## config.mk

```make
export PLATFORM = sky130hd
export DESIGN_NAME = bilinear_source_coordinate
export DESIGN_NICKNAME = d
export VERILOG_FILES = /design/src/design/bsc_pkg.sv /design/src/design/bilinear_source_coordinate.sv /design/src/design/bsc_div_pipe.sv
export SDC_FILE = /design/constraint.sdc
export NUM_CORES = 2
export LEC_CHECK = 0
export BUFFER_PORTS_ARGS = -buffer_cell sky130_fd_sc_hd__buf_2
export CAP_MARGIN = 20
export CORE_MARGIN = 8
export CORE_UTILIZATION = 45
export DETAILED_ROUTE_END_ITERATION = 16
export SETUP_SLACK_MARGIN = 0.02
export SYNTH_ARGS = -nofsm -noshare
export SYNTH_HDL_FRONTEND = slang
export SYNTH_SLANG_ARGS = --single-unit
```

## constraint.sdc

```tcl
create_clock -name clock -period 9.15 [get_ports clock]
set_clock_uncertainty 0.1 [all_clocks]
set_input_delay 0.915 -clock clock [delete_from_list [all_inputs] [get_ports clock]]
set_output_delay 0.915 -clock clock [all_outputs]
set_load 0.02 [all_outputs]
```

## src/design/bsc_pkg.sv

```systemverilog
// Types and fixed widths for the bilinear source coordinate block.
// No dependencies; compile before every other file of the block.
package bsc_pkg;

   localparam int DEST_INDEX_W    = 12;
   localparam int ODD_W           = DEST_INDEX_W + 1;
   localparam int TAP_W           = 13;
   localparam int FRAC_W          = 8;
   localparam int DEST_EXTENT_W   = 13;
   localparam int SOURCE_ORIGIN_W = 13;
   localparam int SOURCE_EXTENT_W = 14;
   localparam int CSR_INDEX_W     = 4;
   localparam int CSR_DATA_W      = 14;

   typedef enum logic [CSR_INDEX_W-1:0] {
      CSR_DEST_EXTENT   = 4'd0,
      CSR_SOURCE_ORIGIN = 4'd1,
      CSR_SOURCE_EXTENT = 4'd2,
      CSR_REVERSE_AXIS  = 4'd3
   } bsc_csr_type;

   // Control carried alongside each word through the divider stages.
   typedef struct packed {
      logic valid;
      logic positive;
   } bsc_tag_type;

endpackage

```

## src/design/bilinear_source_coordinate.sv

```systemverilog
// Bilinear source coordinate generator for one axis of a scaler: top level.
// Depends on bsc_pkg and bsc_div_pipe.
//
// Each word on the req_ channel carries one destination pixel index; the block
// answers with one rsp_ word holding the two source taps (window origin added,
// wrapped to 13 bits) and the 8-bit weight of the second tap, using
// pixel-centre alignment. It takes one word per clock and keeps doing so while
// no stall comes back; latency is MAX_SOURCE-dependent and comes from the
// restoring divider, which resolves one quotient bit per stage of a
// QW = clog2(MAX_SOURCE + 1) + 8 bit quotient, plus a saturation stage, a
// multiply stage, a dividend stage and the output register. Every stage
// holds when the stage ahead of it is full and stalled, so empty slots still
// fill while a result waits on rsp_.
// The csr_ port is always ready; write registers only while no word is in
// flight, since all stages read the live settings.
module bilinear_source_coordinate #(
   parameter int MAX_DEST   = 4096,
   parameter int MAX_SOURCE = 8192
) (
   input  logic                                 clock,
   input  logic                                 reset,
   // request channel
   input  logic                                 req_valid,
   output logic                                 req_stall,
   input  logic [bsc_pkg::DEST_INDEX_W-1:0]     req_dest_index,
   // response channel
   output logic                                 rsp_valid,
   input  logic                                 rsp_stall,
   output logic [bsc_pkg::TAP_W-1:0]            rsp_first_tap,
   output logic [bsc_pkg::TAP_W-1:0]            rsp_second_tap,
   output logic [bsc_pkg::FRAC_W-1:0]           rsp_tap_fraction,
   // register write channel
   input  logic                                 csr_valid,
   output logic                                 csr_ready,
   input  logic [bsc_pkg::CSR_INDEX_W-1:0]      csr_index,
   input  logic [bsc_pkg::CSR_DATA_W-1:0]       csr_data
);
   import bsc_pkg::*;

   localparam int DW   = $clog2(MAX_DEST + 1);
   localparam int SW   = $clog2(MAX_SOURCE + 1);
   localparam int DVW  = DW + 1;
   localparam int QW   = SW + 8;
   localparam int PW   = ODD_W + SW;
   localparam int XW   = PW + DW + 9;
   localparam int DEW  = (DEST_EXTENT_W > DW) ? DEST_EXTENT_W : DW;
   localparam int SEW  = (SOURCE_EXTENT_W > SW) ? SOURCE_EXTENT_W : SW;
   localparam int DIW  = (DEST_INDEX_W > DW) ? DEST_INDEX_W : DW;
   localparam int SUMW = (SW > TAP_W) ? SW : TAP_W;

   // ---------------------------------------------------------------------
   // Configuration registers
   // ---------------------------------------------------------------------
   logic [DEST_EXTENT_W-1:0]   dest_extent_ff;
   logic [SOURCE_ORIGIN_W-1:0] source_origin_ff;
   logic [SOURCE_EXTENT_W-1:0] source_extent_ff;
   logic                       reverse_axis_ff;

   assign csr_ready = 1'b1;

   always_ff @(posedge clock) begin
      if (reset) begin
         dest_extent_ff   <= DEST_EXTENT_W'(1);
         source_origin_ff <= '0;
         source_extent_ff <= SOURCE_EXTENT_W'(1);
         reverse_axis_ff  <= 1'b0;
      end else if (csr_valid && csr_ready) begin
         unique case (csr_index)
            CSR_DEST_EXTENT:   dest_extent_ff   <= csr_data[DEST_EXTENT_W-1:0];
            CSR_SOURCE_ORIGIN: source_origin_ff <= csr_data[SOURCE_ORIGIN_W-1:0];
            CSR_SOURCE_EXTENT: source_extent_ff <= csr_data[SOURCE_EXTENT_W-1:0];
            CSR_REVERSE_AXIS:  reverse_axis_ff  <= csr_data[0];
            default: ; // drop writes beyond the register list
         endcase
      end
   end

   // Extents as used: zero reads as one, anything above the maximum clamps.
   logic [DW-1:0] dest_eff;
   logic [SW-1:0] source_eff;
   logic [SW-1:0] source_last;

   always_comb begin
      priority if (dest_extent_ff == '0) begin
         dest_eff = DW'(1);
      end else if (DEW'(dest_extent_ff) > DEW'(MAX_DEST)) begin
         dest_eff = DW'(MAX_DEST);
      end else begin
         dest_eff = DW'(dest_extent_ff);
      end

      priority if (source_extent_ff == '0) begin
         source_eff = SW'(1);
      end else if (SEW'(source_extent_ff) > SEW'(MAX_SOURCE)) begin
         source_eff = SW'(MAX_SOURCE);
      end else begin
         source_eff = SW'(source_extent_ff);
      end
   end

   assign source_last = source_eff - SW'(1);

   // ---------------------------------------------------------------------
   // Flow control: each stage advances when empty or when the next one does
   // ---------------------------------------------------------------------
   logic a_valid_ff, b_valid_ff;
   bsc_tag_type c_tag_ff;
   bsc_tag_type div_tag;
   logic div_ready;
   logic en_a, en_b, en_c, en_out;
   logic rsp_valid_ff;

   assign en_out    = !rsp_valid_ff || !rsp_stall;
   assign en_c      = !c_tag_ff.valid || div_ready;
   assign en_b      = !b_valid_ff || en_c;
   assign en_a      = !a_valid_ff || en_b;
   assign req_stall = !en_a;

   // ---------------------------------------------------------------------
   // Stage A: saturate the index, form 2d+1
   // ---------------------------------------------------------------------
   logic [DW-1:0]           dest_limit;
   logic [DEST_INDEX_W-1:0] index_sat;
   logic [ODD_W-1:0]        a_odd_ff;

   assign dest_limit = dest_eff - DW'(1);

   always_comb begin
      if (DIW'(req_dest_index) > DIW'(dest_limit)) begin
         index_sat = DEST_INDEX_W'(dest_limit);
      end else begin
         index_sat = req_dest_index;
      end
   end

   always_ff @(posedge clock) begin
      if (reset) begin
         a_valid_ff <= 1'b0;
      end else if (en_a) begin
         a_valid_ff <= req_valid;
      end
   end

   always_ff @(posedge clock) begin
      if (en_a) begin
         a_odd_ff <= {index_sat, 1'b1};
      end
   end

   // ---------------------------------------------------------------------
   // Stage B: (2d+1) * S
   // ---------------------------------------------------------------------
   logic [PW-1:0] b_prod_ff;

   always_ff @(posedge clock) begin
      if (reset) begin
         b_valid_ff <= 1'b0;
      end else if (en_b) begin
         b_valid_ff <= a_valid_ff;
      end
   end

   always_ff @(posedge clock) begin
      if (en_b) begin
         b_prod_ff <= PW'(a_odd_ff) * PW'(source_eff);
      end
   end

   // ---------------------------------------------------------------------
   // Stage C: n = prod - D, dividend 256n + D. One division by 2D then gives
   // 256q + fraction, the rounding carry into the tap included.
   // ---------------------------------------------------------------------
   logic                  prod_above;
   logic [PW-1:0]         n_value;
   logic [XW-1:0]         x_wide;
   logic [DVW+QW-1:0]     c_dividend_ff;
   logic [DVW-1:0]        divisor;
   bsc_tag_type           c_tag_in;

   assign prod_above = (b_prod_ff > PW'(dest_eff));
   assign n_value    = b_prod_ff - PW'(dest_eff);
   assign x_wide     = (XW'(n_value) << 8) + XW'(dest_eff);
   assign divisor    = {dest_eff, 1'b0};

   always_comb begin
      c_tag_in.valid    = b_valid_ff;
      c_tag_in.positive = prod_above;
   end

   always_ff @(posedge clock) begin
      if (reset) begin
         c_tag_ff.valid <= 1'b0;
      end else if (en_c) begin
         c_tag_ff <= c_tag_in;
      end
   end

   always_ff @(posedge clock) begin
      if (en_c) begin
         c_dividend_ff <= prod_above ? x_wide[DVW+QW-1:0] : '0;
      end
   end

   // ---------------------------------------------------------------------
   // Divider stages
   // ---------------------------------------------------------------------
   logic [QW-1:0] div_quotient;

   bsc_div_pipe #(
      .QW  (QW),
      .DVW (DVW)
   ) u_div (
      .clock        (clock),
      .reset        (reset),
      .in_tag       (c_tag_ff),
      .in_dividend  (c_dividend_ff),
      .divisor      (divisor),
      .in_ready     (div_ready),
      .out_tag      (div_tag),
      .out_quotient (div_quotient),
      .out_ready    (en_out)
   );

   // ---------------------------------------------------------------------
   // Output stage: clamp, mirror, add origin
   // ---------------------------------------------------------------------
   logic [SW-1:0]     tap_base;
   logic [FRAC_W-1:0] frac_raw;
   logic [SW-1:0]     first_win, second_win;
   logic [SW-1:0]     first_dir, second_dir;
   logic [FRAC_W-1:0] frac_sel;
   logic [SUMW-1:0]   first_sum, second_sum;
   logic [TAP_W-1:0]  rsp_first_tap_ff, rsp_second_tap_ff;
   logic [FRAC_W-1:0] rsp_tap_fraction_ff;

   assign tap_base = div_quotient[QW-1:FRAC_W];
   assign frac_raw = div_quotient[FRAC_W-1:0];

   always_comb begin
      priority if (!div_tag.positive) begin
         // centre falls before the first source pixel
         first_win  = '0;
         second_win = '0;
         frac_sel   = '0;
      end else if (tap_base >= source_last) begin
         // centre at or past the last source pixel
         first_win  = source_last;
         second_win = source_last;
         frac_sel   = '0;
      end else begin
         first_win  = tap_base;
         second_win = tap_base + SW'(1);
         frac_sel   = frac_raw;
      end

      if (reverse_axis_ff) begin
         first_dir  = source_last - first_win;
         second_dir = source_last - second_win;
      end else begin
         first_dir  = first_win;
         second_dir = second_win;
      end

      first_sum  = SUMW'(source_origin_ff) + SUMW'(first_dir);
      second_sum = SUMW'(source_origin_ff) + SUMW'(second_dir);
   end

   always_ff @(posedge clock) begin
      if (reset) begin
         rsp_valid_ff <= 1'b0;
      end else if (en_out) begin
         rsp_valid_ff <= div_tag.valid;
      end
   end

   always_ff @(posedge clock) begin
      if (en_out) begin
         rsp_first_tap_ff    <= first_sum[TAP_W-1:0];
         rsp_second_tap_ff   <= second_sum[TAP_W-1:0];
         rsp_tap_fraction_ff <= frac_sel;
      end
   end

   assign rsp_valid        = rsp_valid_ff;
   assign rsp_first_tap    = rsp_first_tap_ff;
   assign rsp_second_tap   = rsp_second_tap_ff;
   assign rsp_tap_fraction = rsp_tap_fraction_ff;

endmodule

```

## src/design/bsc_div_pipe.sv

```systemverilog
// Pipelined restoring divider, one quotient bit per stage, with elastic flow.
// Depends on bsc_pkg for the tag type.
module bsc_div_pipe #(
   parameter int QW  = 22,
   parameter int DVW = 14
) (
   input  logic                  clock,
   input  logic                  reset,
   input  bsc_pkg::bsc_tag_type  in_tag,
   input  logic [DVW+QW-1:0]     in_dividend,
   input  logic [DVW-1:0]        divisor,
   output logic                  in_ready,
   output bsc_pkg::bsc_tag_type  out_tag,
   output logic [QW-1:0]         out_quotient,
   input  logic                  out_ready
);
   import bsc_pkg::*;

   bsc_tag_type      tag_ff [QW];
   logic [DVW-1:0]   rem_ff [QW];
   logic [QW-1:0]    low_ff [QW];
   logic [QW-1:0]    quo_ff [QW];
   logic [QW:0]      enable;

   assign enable[QW] = out_ready;

   for (genvar i = 0; i < QW; i++) begin : g_stage
      bsc_tag_type    prev_tag;
      logic [DVW-1:0] prev_rem;
      logic [QW-1:0]  prev_low;
      logic [QW-1:0]  prev_quo;
      logic [DVW:0]   rem_wide;
      logic [DVW:0]   diff;
      logic           take;
      logic [DVW-1:0] rem_in;
      logic [QW-1:0]  low_in;
      logic [QW-1:0]  quo_in;

      if (i == 0) begin : g_head
         assign prev_tag = in_tag;
         assign prev_rem = in_dividend[DVW+QW-1:QW];
         assign prev_low = in_dividend[QW-1:0];
         assign prev_quo = '0;
      end else begin : g_body
         assign prev_tag = tag_ff[i-1];
         assign prev_rem = rem_ff[i-1];
         assign prev_low = low_ff[i-1];
         assign prev_quo = quo_ff[i-1];
      end

      // Bring down the next dividend bit and try the subtraction.
      assign rem_wide = {prev_rem, prev_low[QW-1]};
      assign diff     = rem_wide - {1'b0, divisor};
      assign take     = (rem_wide >= {1'b0, divisor});
      assign rem_in   = take ? diff[DVW-1:0] : rem_wide[DVW-1:0];
      assign low_in   = {prev_low[QW-2:0], 1'b0};
      assign quo_in   = {prev_quo[QW-2:0], take};

      // Advance when empty or when the stage ahead moves.
      assign enable[i] = !tag_ff[i].valid || enable[i+1];

      always_ff @(posedge clock) begin
         if (reset) begin
            tag_ff[i].valid <= 1'b0;
         end else if (enable[i]) begin
            tag_ff[i] <= prev_tag;
         end
      end

      always_ff @(posedge clock) begin
         if (enable[i]) begin
            rem_ff[i] <= rem_in;
            low_ff[i] <= low_in;
            quo_ff[i] <= quo_in;
         end
      end
   end

   assign in_ready     = enable[0];
   assign out_tag      = tag_ff[QW-1];
   assign out_quotient = quo_ff[QW-1];

endmodule

```

Word-level counts from Yosys, hierarchy flattened
Memories as Yosys holds them, arrays and structs flattened.
Cells that the tools add are included.
Widths: inputs -> output; s select.
{"block": "op_classes", "addsub": 31, "mul": 1, "order_cmp": 27, "n_eq_ne": 3, "muxes": 145, "n_bitwise": 24, "n_reduce_logical": 63}
{"operator": "$mux 14", "n": 24}
{"operator": "$ge 15x14->1", "n": 22}
{"operator": "$sub 14x14->14", "n": 22}
{"operator": "$mux 1", "n": 112}
{"operator": "$mux 13", "n": 8}
{"operator": "$add 35x13->36", "n": 1}
{"operator": "$logic_not 1->1", "n": 28}
{"operator": "$gt 27x13->1", "n": 1}
{"operator": "$mul 13x14->27", "n": 1}
{"operator": "$sub 27x13->27", "n": 1}
{"operator": "$add 13x13->13", "n": 2}
{"operator": "$logic_or 1x1->1", "n": 26}
{"operator": "$sub 13x13->13", "n": 2}
{"operator": "$or 1x1->1", "n": 22}
{"operator": "$ge 14x14->1", "n": 1}
{"operator": "$gt 14x14->1 const B", "n": 1}
{"operator": "$logic_not 14->1", "n": 1}
{"operator": "$sub 14x1->14 const B", "n": 1}
{"operator": "$add 13x1->13 const B", "n": 1}
{"operator": "$gt 12x13->1", "n": 1}
{"operator": "$gt 13x13->1 const B", "n": 1}
{"operator": "$logic_not 13->1", "n": 1}
{"operator": "$sub 13x1->13 const B", "n": 1}
{"operator": "$mux 12", "n": 1}
{"operator": "other kinds (6)", "n": 12}
{"block": "totals", "register_bits": 155, "mem_bits_rw": 1298, "input_bits": 35, "out_inout_bits": 37, "word_cells": 313, "memories": 4}
{"memory": "u_div.quo_ff", "depth": 22, "width": 22, "rd": 22, "rd_ports_with_merged_regs": 0, "write_ports": 22, "line_no": "bsc_div_pipe.sv:22", "rtl": "logic [QW-1:0] quo_ff [QW];"}
{"memory": "u_div.low_ff", "depth": 22, "width": 21, "rd": 21, "rd_ports_with_merged_regs": 0, "write_ports": 22, "line_no": "bsc_div_pipe.sv:21", "rtl": "logic [QW-1:0] low_ff [QW];"}
{"memory": "u_div.rem_ff", "depth": 22, "width": 14, "rd": 21, "rd_ports_with_merged_regs": 0, "write_ports": 22, "line_no": "bsc_div_pipe.sv:20", "rtl": "logic [DVW-1:0] rem_ff [QW];"}
{"memory": "u_div.tag_ff", "depth": 22, "width": 2, "rd": 22, "rd_ports_with_merged_regs": 0, "write_ports": 22, "line_no": "bsc_div_pipe.sv:19", "rtl": "bsc_tag_type tag_ff [QW];"}

Logic depth before layout (Yosys ltp)
{"block": "depth", "word_depth": 28, "mapped_depth": 39, "mapped_depth_nobuf": 39}

By module
Synthesis repeated with hierarchy kept, for this count alone.
{"block": "hier_totals", "hier_cells": 5287, "area_unflattened_um2": 59258.1}
{"module": "bsc_div_pipe", "n_inst": 1, "cells_each": 3496, "area_per_inst_um2": 42657.2, "seq_area_each_um2": 24683.7}
{"module": "bilinear_source_coordinate", "n_inst": 1, "cells_each": 1791, "area_per_inst_um2": 16600.9, "seq_area_each_um2": 4204.0}

Worst setup path before layout
OpenSTA, ideal clock, no wires.
{"block": "synth_path", "path_kind": "reg-to-reg", "startpoint": "reg source_extent_ff[1]", "endpoint": "reg rsp_second_tap_ff[12] (netlist: rsp_second_tap[12]) (data pin)", "setup_time_ps": 261, "arrival_time_ps": 7542, "required_ps": 8789, "setup_slack_ps": 1248, "stages_incl_launch_ff": 40, "path_buffers": 0, "period_less_slack_ps": 7902, "path_cell_list": "dfxtp_1 -> or4_1 -> nor3_1 -> a31oi_1 -> nor2_1 -> inv_1 -> ha_1 -> o21ai_0 -> nor3_1 -> xor2_1 -> inv_1 -> ha_1 -> a21o_1 -> a21oi_1 -> nor2_1 -> a2111oi_0 -> a31oi_1 -> a211oi_1 -> [... 4 more ...] -> fa_1 -> a21o_1 -> a21o_1 -> a21oi_1 -> nand2b_1 -> a21oi_1 -> nand4_1 -> nand3_1 -> or3_1 -> nand3_1 -> o21ai_0 -> ha_1 -> nand4_1 -> a21oi_1 -> or3_1 -> a21oi_1 -> xnor3_1 -> xor2_1"}
{"block": "synth_between", "elab_chain_cells": 10, "word_cells_on_any_way": 11, "classes_between": "3 x add/sub; 2 x order compare; 5 x mux; 1 x reduce/logical"}
{"element": "from (decl)", "line_no": "bilinear_source_coordinate.sv:56", "rtl": "logic [SOURCE_EXTENT_W-1:0] source_extent_ff;"}
{"element": "from (signal assigned)", "line_no": "bilinear_source_coordinate.sv:71", "rtl": "CSR_SOURCE_EXTENT: source_extent_ff <= csr_data[SOURCE_EXTENT_W-1:0];"}
{"element": "$gt 14x14->1", "line_no": "bilinear_source_coordinate.sv:94", "rtl": "end else if (SEW'(source_extent_ff) > SEW'(MAX_SOURCE)) begin"}
{"element": "$mux 14", "line_no": "bilinear_source_coordinate.sv:94"}
{"element": "$mux 14 (*)", "line_no": "bilinear_source_coordinate.sv:92", "rtl": "priority if (source_extent_ff == '0) begin"}
{"element": "$sub 14x1->14 (*)", "line_no": "bilinear_source_coordinate.sv:101", "rtl": "assign source_last = source_eff - SW'(1);"}
{"element": "$ge 14x14->1", "line_no": "bilinear_source_coordinate.sv:245", "rtl": "end else if (tap_base >= source_last) begin"}
{"element": "$mux 13", "line_no": "bilinear_source_coordinate.sv:245"}
{"element": "$mux 13", "line_no": "bilinear_source_coordinate.sv:240", "rtl": "priority if (!div_tag.positive) begin"}
{"element": "$sub 13x13->13", "line_no": "bilinear_source_coordinate.sv:258", "rtl": "second_dir = source_last - second_win;"}
{"element": "$mux 13 (*)", "line_no": "bilinear_source_coordinate.sv:256", "rtl": "if (reverse_axis_ff) begin"}
{"element": "$add 13x13->13 (*)", "line_no": "bilinear_source_coordinate.sv:265", "rtl": "second_sum = SUMW'(source_origin_ff) + SUMW'(second_dir);"}
{"element": "via second_sum[12]", "line_no": "bilinear_source_coordinate.sv:232", "rtl": "logic [SUMW-1:0] first_sum, second_sum;"}
{"element": "to (signal assigned)", "line_no": "bilinear_source_coordinate.sv:279", "rtl": "rsp_second_tap_ff <= second_sum[TAP_W-1:0];"}
{"element": "to (decl)", "line_no": "bilinear_source_coordinate.sv:233", "rtl": "logic [TAP_W-1:0] rsp_first_tap_ff, rsp_second_tap_ff;"}
The timed path passes the listed nets; every way through them passes the cells marked *.
A chain may end at the register's enable or synchronous reset.

Worst setup path after layout
{"block": "layout_path", "startpoint": "reg source_extent_ff[1]", "endpoint": "reg rsp_first_tap_ff[12] (netlist: rsp_first_tap[12]) (data pin)"}
{"block": "layout_between", "elab_chain_cells": 10, "word_cells_on_any_way": 11, "classes_between": "3 x add/sub; 2 x order compare; 5 x mux; 1 x reduce/logical"}
{"element": "$gt 14x14->1", "line_no": "bilinear_source_coordinate.sv:94"}
{"element": "$mux 14", "line_no": "bilinear_source_coordinate.sv:94"}
{"element": "$mux 14 (*)", "line_no": "bilinear_source_coordinate.sv:92"}
{"element": "$sub 14x1->14 (*)", "line_no": "bilinear_source_coordinate.sv:101"}
{"element": "$ge 14x14->1", "line_no": "bilinear_source_coordinate.sv:245"}
{"element": "$mux 13", "line_no": "bilinear_source_coordinate.sv:245"}
{"element": "$mux 13", "line_no": "bilinear_source_coordinate.sv:240"}
{"element": "$sub 13x13->13", "line_no": "bilinear_source_coordinate.sv:257", "rtl": "first_dir = source_last - first_win;"}
{"element": "$mux 13 (*)", "line_no": "bilinear_source_coordinate.sv:256"}
{"element": "$add 13x13->13 (*)", "line_no": "bilinear_source_coordinate.sv:264", "rtl": "first_sum = SUMW'(source_origin_ff) + SUMW'(first_dir);"}
{"element": "via first_sum[12]", "line_no": "bilinear_source_coordinate.sv:232"}
{"element": "to (signal assigned)", "line_no": "bilinear_source_coordinate.sv:278", "rtl": "rsp_first_tap_ff <= first_sum[TAP_W-1:0];"}
{"element": "to (decl)", "line_no": "bilinear_source_coordinate.sv:233"}
Marked as above.

==> report_table.html <==
<table>
<tr><th>Metric</th><th>Value</th></tr>
<tr><th colspan="2">Outcome</th></tr>
<tr><td>Status</td><td>complete, no violations</td></tr>
<tr><th colspan="2">Route</th></tr>
<tr><td>Vias per Instance</td><td>5.39</td></tr>
<tr><td>Number of remaining DRC errors</td><td>0</td></tr>
<tr><td>Post-route ant nets</td><td>0</td></tr>
<tr><td>Total via count after detailed routing</td><td>36200</td></tr>
<tr><td>Wire length per cell after detailed routing</td><td>roughly 18 microns</td></tr>
<tr><td>Drt first pass iters</td><td>6</td></tr>
<tr><td>Detailed Route Iter0 Violations</td><td>2382</td></tr>
<tr><td>Total Routed Length</td><td>122 mm</td></tr>
<tr><th colspan="2">Critical path</th></tr>
<tr><td>Kind of end point of the critical path</td><td>flop</td></tr>
<tr><td>Highest-delay cell along the critical path</td><td>sky130_fd_sc_hd__or4_1</td></tr>
<tr><td>Start-to-end type of the worst setup path</td><td>reg2reg</td></tr>
<tr><td>R2r setup slk</td><td>760 ps</td></tr>
<tr><td>Top Family by Delay on Critical Path</td><td>compound AO/OA/AOI/OAI gates</td></tr>
<tr><td>CP Buf/Inv Count</td><td>2</td></tr>
<tr><td>Crit path launch type</td><td>flop</td></tr>
<tr><td>CP max stage delay</td><td>600 ps</td></tr>
<tr><td>Data required time at the worst endpoint</td><td>9490 ps</td></tr>
<tr><td>Data arrival time at the worst-slack endpoint</td><td>8730 ps</td></tr>
<tr><td>Crit-path max FO</td><td>13</td></tr>
<tr><th colspan="2">Floorplanning</th></tr>
<tr><td>DIE HEIGHT</td><td>369 microns</td></tr>
<tr><td>Die ar.</td><td>136000 sq um</td></tr>
<tr><td>Floorplan core area</td><td>about 120000 sq um</td></tr>
<tr><td>Ports</td><td>between 70 and 80</td></tr>
<tr><td>Initial standard-cell utilization of the core</td><td>0.454</td></tr>
<tr><td>Die Width</td><td>369 microns</td></tr>
<tr><td>FP Rows</td><td>129</td></tr>
<tr><th colspan="2">Clock tree</th></tr>
<tr><td>Maximum level of the CTS H-tree</td><td>3</td></tr>
<tr><td>Root Buffer</td><td>sky130_fd_sc_hd__clkbuf_16</td></tr>
<tr><td>TritonCTS buffer count</td><td>103</td></tr>
<tr><td>Clock slew at the register clock pins of the worst setup and hold paths</td><td>60 ps</td></tr>
<tr><td>CTS tree</td><td>done</td></tr>
<tr><td>Clock sink count</td><td>slightly below 1000</td></tr>
<tr><td>Later-pin clock latency in the skew report</td><td>approximately 700 ps</td></tr>
<tr><td>Post-CTS setup buffer count</td><td>0</td></tr>
<tr><td>CTS max path bufs</td><td>3</td></tr>
<tr><th colspan="2">Place</th></tr>
<tr><td>DP Area</td><td>just under 60000 sq um</td></tr>
<tr><td>Routability Congestion</td><td>0.845</td></tr>
<tr><td>Half-perimeter wire length after detailed placement</td><td>86.2 mm</td></tr>
<tr><td>Number of port buffers</td><td>70</td></tr>
<tr><th colspan="2">Synthesis</th></tr>
<tr><td>Count of yosys warnings during synthesis</td><td>0</td></tr>
<tr><td>Commonest register cell after synthesis</td><td>sky130_fd_sc_hd__edfxtp_1</td></tr>
<tr><td>Main combinational cell family by area after synthesis</td><td>adder cells</td></tr>
<tr><td>Synth top cells by count</td><td>932 x sky130_fd_sc_hd__edfxtp_1, 461 x sky130_fd_sc_hd__nand2_1, 455 x sky130_fd_sc_hd__ha_1</td></tr>
<tr><td>Adder-cell share of the synthesized area</td><td>0.158</td></tr>
<tr><td>Synth async-reset ratio</td><td>0</td></tr>
<tr><td>Compound-Gate Fraction of Synth Area</td><td>0.116</td></tr>
<tr><td>Cell types with the largest area share after synthesis</td><td>sky130_fd_sc_hd__edfxtp_1 50%, sky130_fd_sc_hd__ha_1 10%, sky130_fd_sc_hd__fa_1 5.7%, sky130_fd_sc_hd__nand2_1 3.1%, sky130_fd_sc_hd__xnor2_1 2.9%</td></tr>
<tr><td>Area share of and/or/nand/nor cells after synthesis</td><td>0.111</td></tr>
<tr><td>Cell area after technology mapping</td><td>56200 sq um</td></tr>
<tr><td>Xor and xnor fraction of the mapped netlist area</td><td>0.0438</td></tr>
<tr><td>Avg Synthesized Cell Area</td><td>11.6 sq um</td></tr>
<tr><td>Number of synthesized flops with an enable pin</td><td>about 930</td></tr>
<tr><td>Instance count of the mapped netlist</td><td>4854</td></tr>
<tr><td>Portion of synthesized cell area occupied by the leading cell type</td><td>0.498</td></tr>
<tr><td>Post-synthesis sequential area ratio</td><td>0.514</td></tr>
<tr><td>Cell taking the most area after synthesis</td><td>sky130_fd_sc_hd__edfxtp_1</td></tr>
<tr><td>Portion of netlist area occupied by mux cells</td><td>0.0206</td></tr>
<tr><td>Yosys reg bits</td><td>just under 1000</td></tr>
<tr><td>Cell variety after synth</td><td>84</td></tr>
<tr><td>Most common cell in the netlist</td><td>sky130_fd_sc_hd__edfxtp_1</td></tr>
<tr><th colspan="2">STA</th></tr>
<tr><td>Max Transition Viols Final</td><td>0</td></tr>
<tr><td>Max-Slew Margin vs Limit</td><td>0.330</td></tr>
<tr><td>Ratio of final minimum period to clock period</td><td>0.917</td></tr>
<tr><td>Shortest clock period the worst path allows after layout</td><td>8390 ps</td></tr>
<tr><td>Unrepaired setup endpoints after global routing</td><td>false</td></tr>
<tr><td>Worst Hold Slack</td><td>294 ps</td></tr>
<tr><td># setup viols final</td><td>0</td></tr>
<tr><td>Total negative slack for setup checks</td><td>0 ps</td></tr>
<tr><td>Slew at the pin closest to its max-slew limit</td><td>slightly above 1000 ps</td></tr>
<tr><td>Maximum achievable frequency</td><td>0.119 GHz</td></tr>
<tr><td>Final Hold Fails</td><td>0</td></tr>
<tr><th colspan="2">Power</th></tr>
<tr><td>Static Leak</td><td>25.6 nW</td></tr>
<tr><td>Power per cell area</td><td>between 300 and 400 nW/um^2</td></tr>
<tr><td>VDD IR max</td><td>0.000208 V</td></tr>
<tr><th colspan="2">Global route</th></tr>
<tr><td>Total global routing overflow</td><td>0</td></tr>
<tr><td>Number of global-route vias before repair</td><td>around 36000</td></tr>
<tr><td>Maximum number of pins on one net before global-route repair</td><td>73</td></tr>
<tr><td>Initial antenna violation count</td><td>4</td></tr>
<tr><td>First-pass GRT wire length</td><td>195 mm</td></tr>
<tr><td>Global router's overall resource usage</td><td>0.177</td></tr>
<tr><th colspan="2">Cells and area</th></tr>
<tr><td>Share of layout cells above drive strength 1</td><td>0.0833</td></tr>
<tr><td>Number of nets in the layout</td><td>5639</td></tr>
<tr><td>Fin area</td><td>62600 sq um</td></tr>
<tr><td>Relative area change from synthesis to final layout</td><td>11.5%</td></tr>
<tr><td>Final-layout fill cell count</td><td>10800</td></tr>
<tr><th colspan="2">Run</th></tr>
<tr><td>Max-cap check violation count</td><td>0</td></tr>
<tr><th colspan="2">Hold path</th></tr>
<tr><td>Path class of the lowest-slack min-delay path</td><td>reg2reg</td></tr>
</table>
## layout make-up
type	count	area, sq um	share of cell area
antenna	1	2.50	0.0000400
clock buffer	111	2630	0.0420
clock inverter	80	1020	0.0163
inverter	421	1580	0.0252
multi-input combinational	3343	25500	0.407
sequential	977	28900	0.461
tap	1637	2050	0.0327
timing repair buffer	144	966	0.0154
## per-layer routing
metal	wire length [microns]	up-vias	track usage	part of all wire
met3	6130	195	0.0320	0.050
met5	0	-	0	0
li1	-	17800	-	-
met4	3330	0	0.0500	0.027
met2	56300	722	0.290	0.46
met1	56000	17500	0.240	0.46
## cell families (layout without fill, tap and decap cells)
| family | after synthesis | in the layout |
|---|---|---|
| AOI/OAI and AO/OA | 1036 | 1036 |
| xor gates and xnor gates | 278 | 278 |
| adders and majority gates | 614 | 614 |
| buffers and inverters | 535 | 756 |
| DFF | 977 | 977 |
| muxes | 111 | 111 |
| other | 1 | 3 |
| and+or+nand+nor | 1302 | 1302 |
## path summary, 6_finish.rpt
check	startpoint	endpoint	cells past startpoint
max	source_extent_ff[1]	rsp_first_tap[12]	36
min	u_div.low_ff[3][11]	u_div.low_ff[3][33]	0
max reg2reg	source_extent_ff[1]	rsp_first_tap[12]	36
min reg2reg	u_div.low_ff[3][11]	u_div.low_ff[3][33]	0
## sequential cells by signal, summed over array words and instances (netlist names), 2 cells and up
signal,count
a_odd_ff,12
b_prod_ff,27
c_dividend_ff,36
c_tag_ff,2
dest_extent_ff,13
rsp_first_tap,13
rsp_second_tap,13
rsp_tap_fraction,8
source_extent_ff,14
source_origin_ff,13
u_div.low_ff,231
u_div.quo_ff,253
u_div.rem_ff,294
u_div.tag_ff,44
## through the flow
| stage | instances | power, mW | worst slack [ps] | util |
|---|---|---|---|---|
| 2_1_floorplan | 4855 | 13.9 | 1250 | - |
| 3_3_place_gp | 6518 | 15.8 | 527 | 0.475 |
| 3_5_place_dp | 6518 | 15.9 | 582 | 0.475 |
| 4_1_cts | 6709 | 20.4 | 529 | 0.505 |
| 5_1_grt | 6713 | 21.8 | 85.0 | 0.506 |
| 6_report | 6714 | 20.3 | 763 | 0.506 |
## power breakdown
group / switching (mW) / leakage [nW] / internal [mW]
clock network: 1.80 / 1.73 / 2.64
logic: 4.50 / 13.5 / 3.55
registers: 0.712 / 10.4 / 7.10
total: 7.01 / 25.6 / 13.3
## repair_timing
action / 4_1_cts / 5_1_grt
resized for setup: 0 / 5
endpoints found under the hold margin: 0 / 0
endpoints found under the setup margin: 0 / 2
hold buffers: 0 / 0
## layout by cell type, fill, tap and decap left out, types with 16 or more instances in the layout
cell type,count
sky130_fd_sc_hd__a221oi_1,23
sky130_fd_sc_hd__a21boi_0,30
sky130_fd_sc_hd__fa_1,159
sky130_fd_sc_hd__nor3_1,77
sky130_fd_sc_hd__inv_1,419
sky130_fd_sc_hd__o31a_1,16
sky130_fd_sc_hd__xor2_1,87
sky130_fd_sc_hd__buf_2,70
sky130_fd_sc_hd__xnor2_1,187
sky130_fd_sc_hd__and2_1,94
sky130_fd_sc_hd__mux2i_1,78
sky130_fd_sc_hd__buf_4,69
sky130_fd_sc_hd__and3_1,30
sky130_fd_sc_hd__ha_1,455
sky130_fd_sc_hd__dfxtp_1,45
sky130_fd_sc_hd__nand3_1,51
sky130_fd_sc_hd__nand2_1,448
sky130_fd_sc_hd__or3_1,17
sky130_fd_sc_hd__clkbuf_16,104
sky130_fd_sc_hd__clkinv_1,22
sky130_fd_sc_hd__mux2_2,32
sky130_fd_sc_hd__o21ai_0,290
sky130_fd_sc_hd__nand4_1,59
sky130_fd_sc_hd__edfxtp_1,932
sky130_fd_sc_hd__nor2_1,294
sky130_fd_sc_hd__o31ai_1,50
sky130_fd_sc_hd__bufinv_16,19
sky130_fd_sc_hd__nor4_1,21
sky130_fd_sc_hd__nor2b_1,72
sky130_fd_sc_hd__a21oi_1,277
sky130_fd_sc_hd__o21a_1,98
sky130_fd_sc_hd__o41ai_1,26
sky130_fd_sc_hd__or2_2,20
sky130_fd_sc_hd__nand2b_1,44
sky130_fd_sc_hd__a21o_1,98
sky130_fd_sc_hd__o21bai_1,42
sky130_fd_sc_hd__nand4b_1,23
Power figures use the tool's default switching activity.
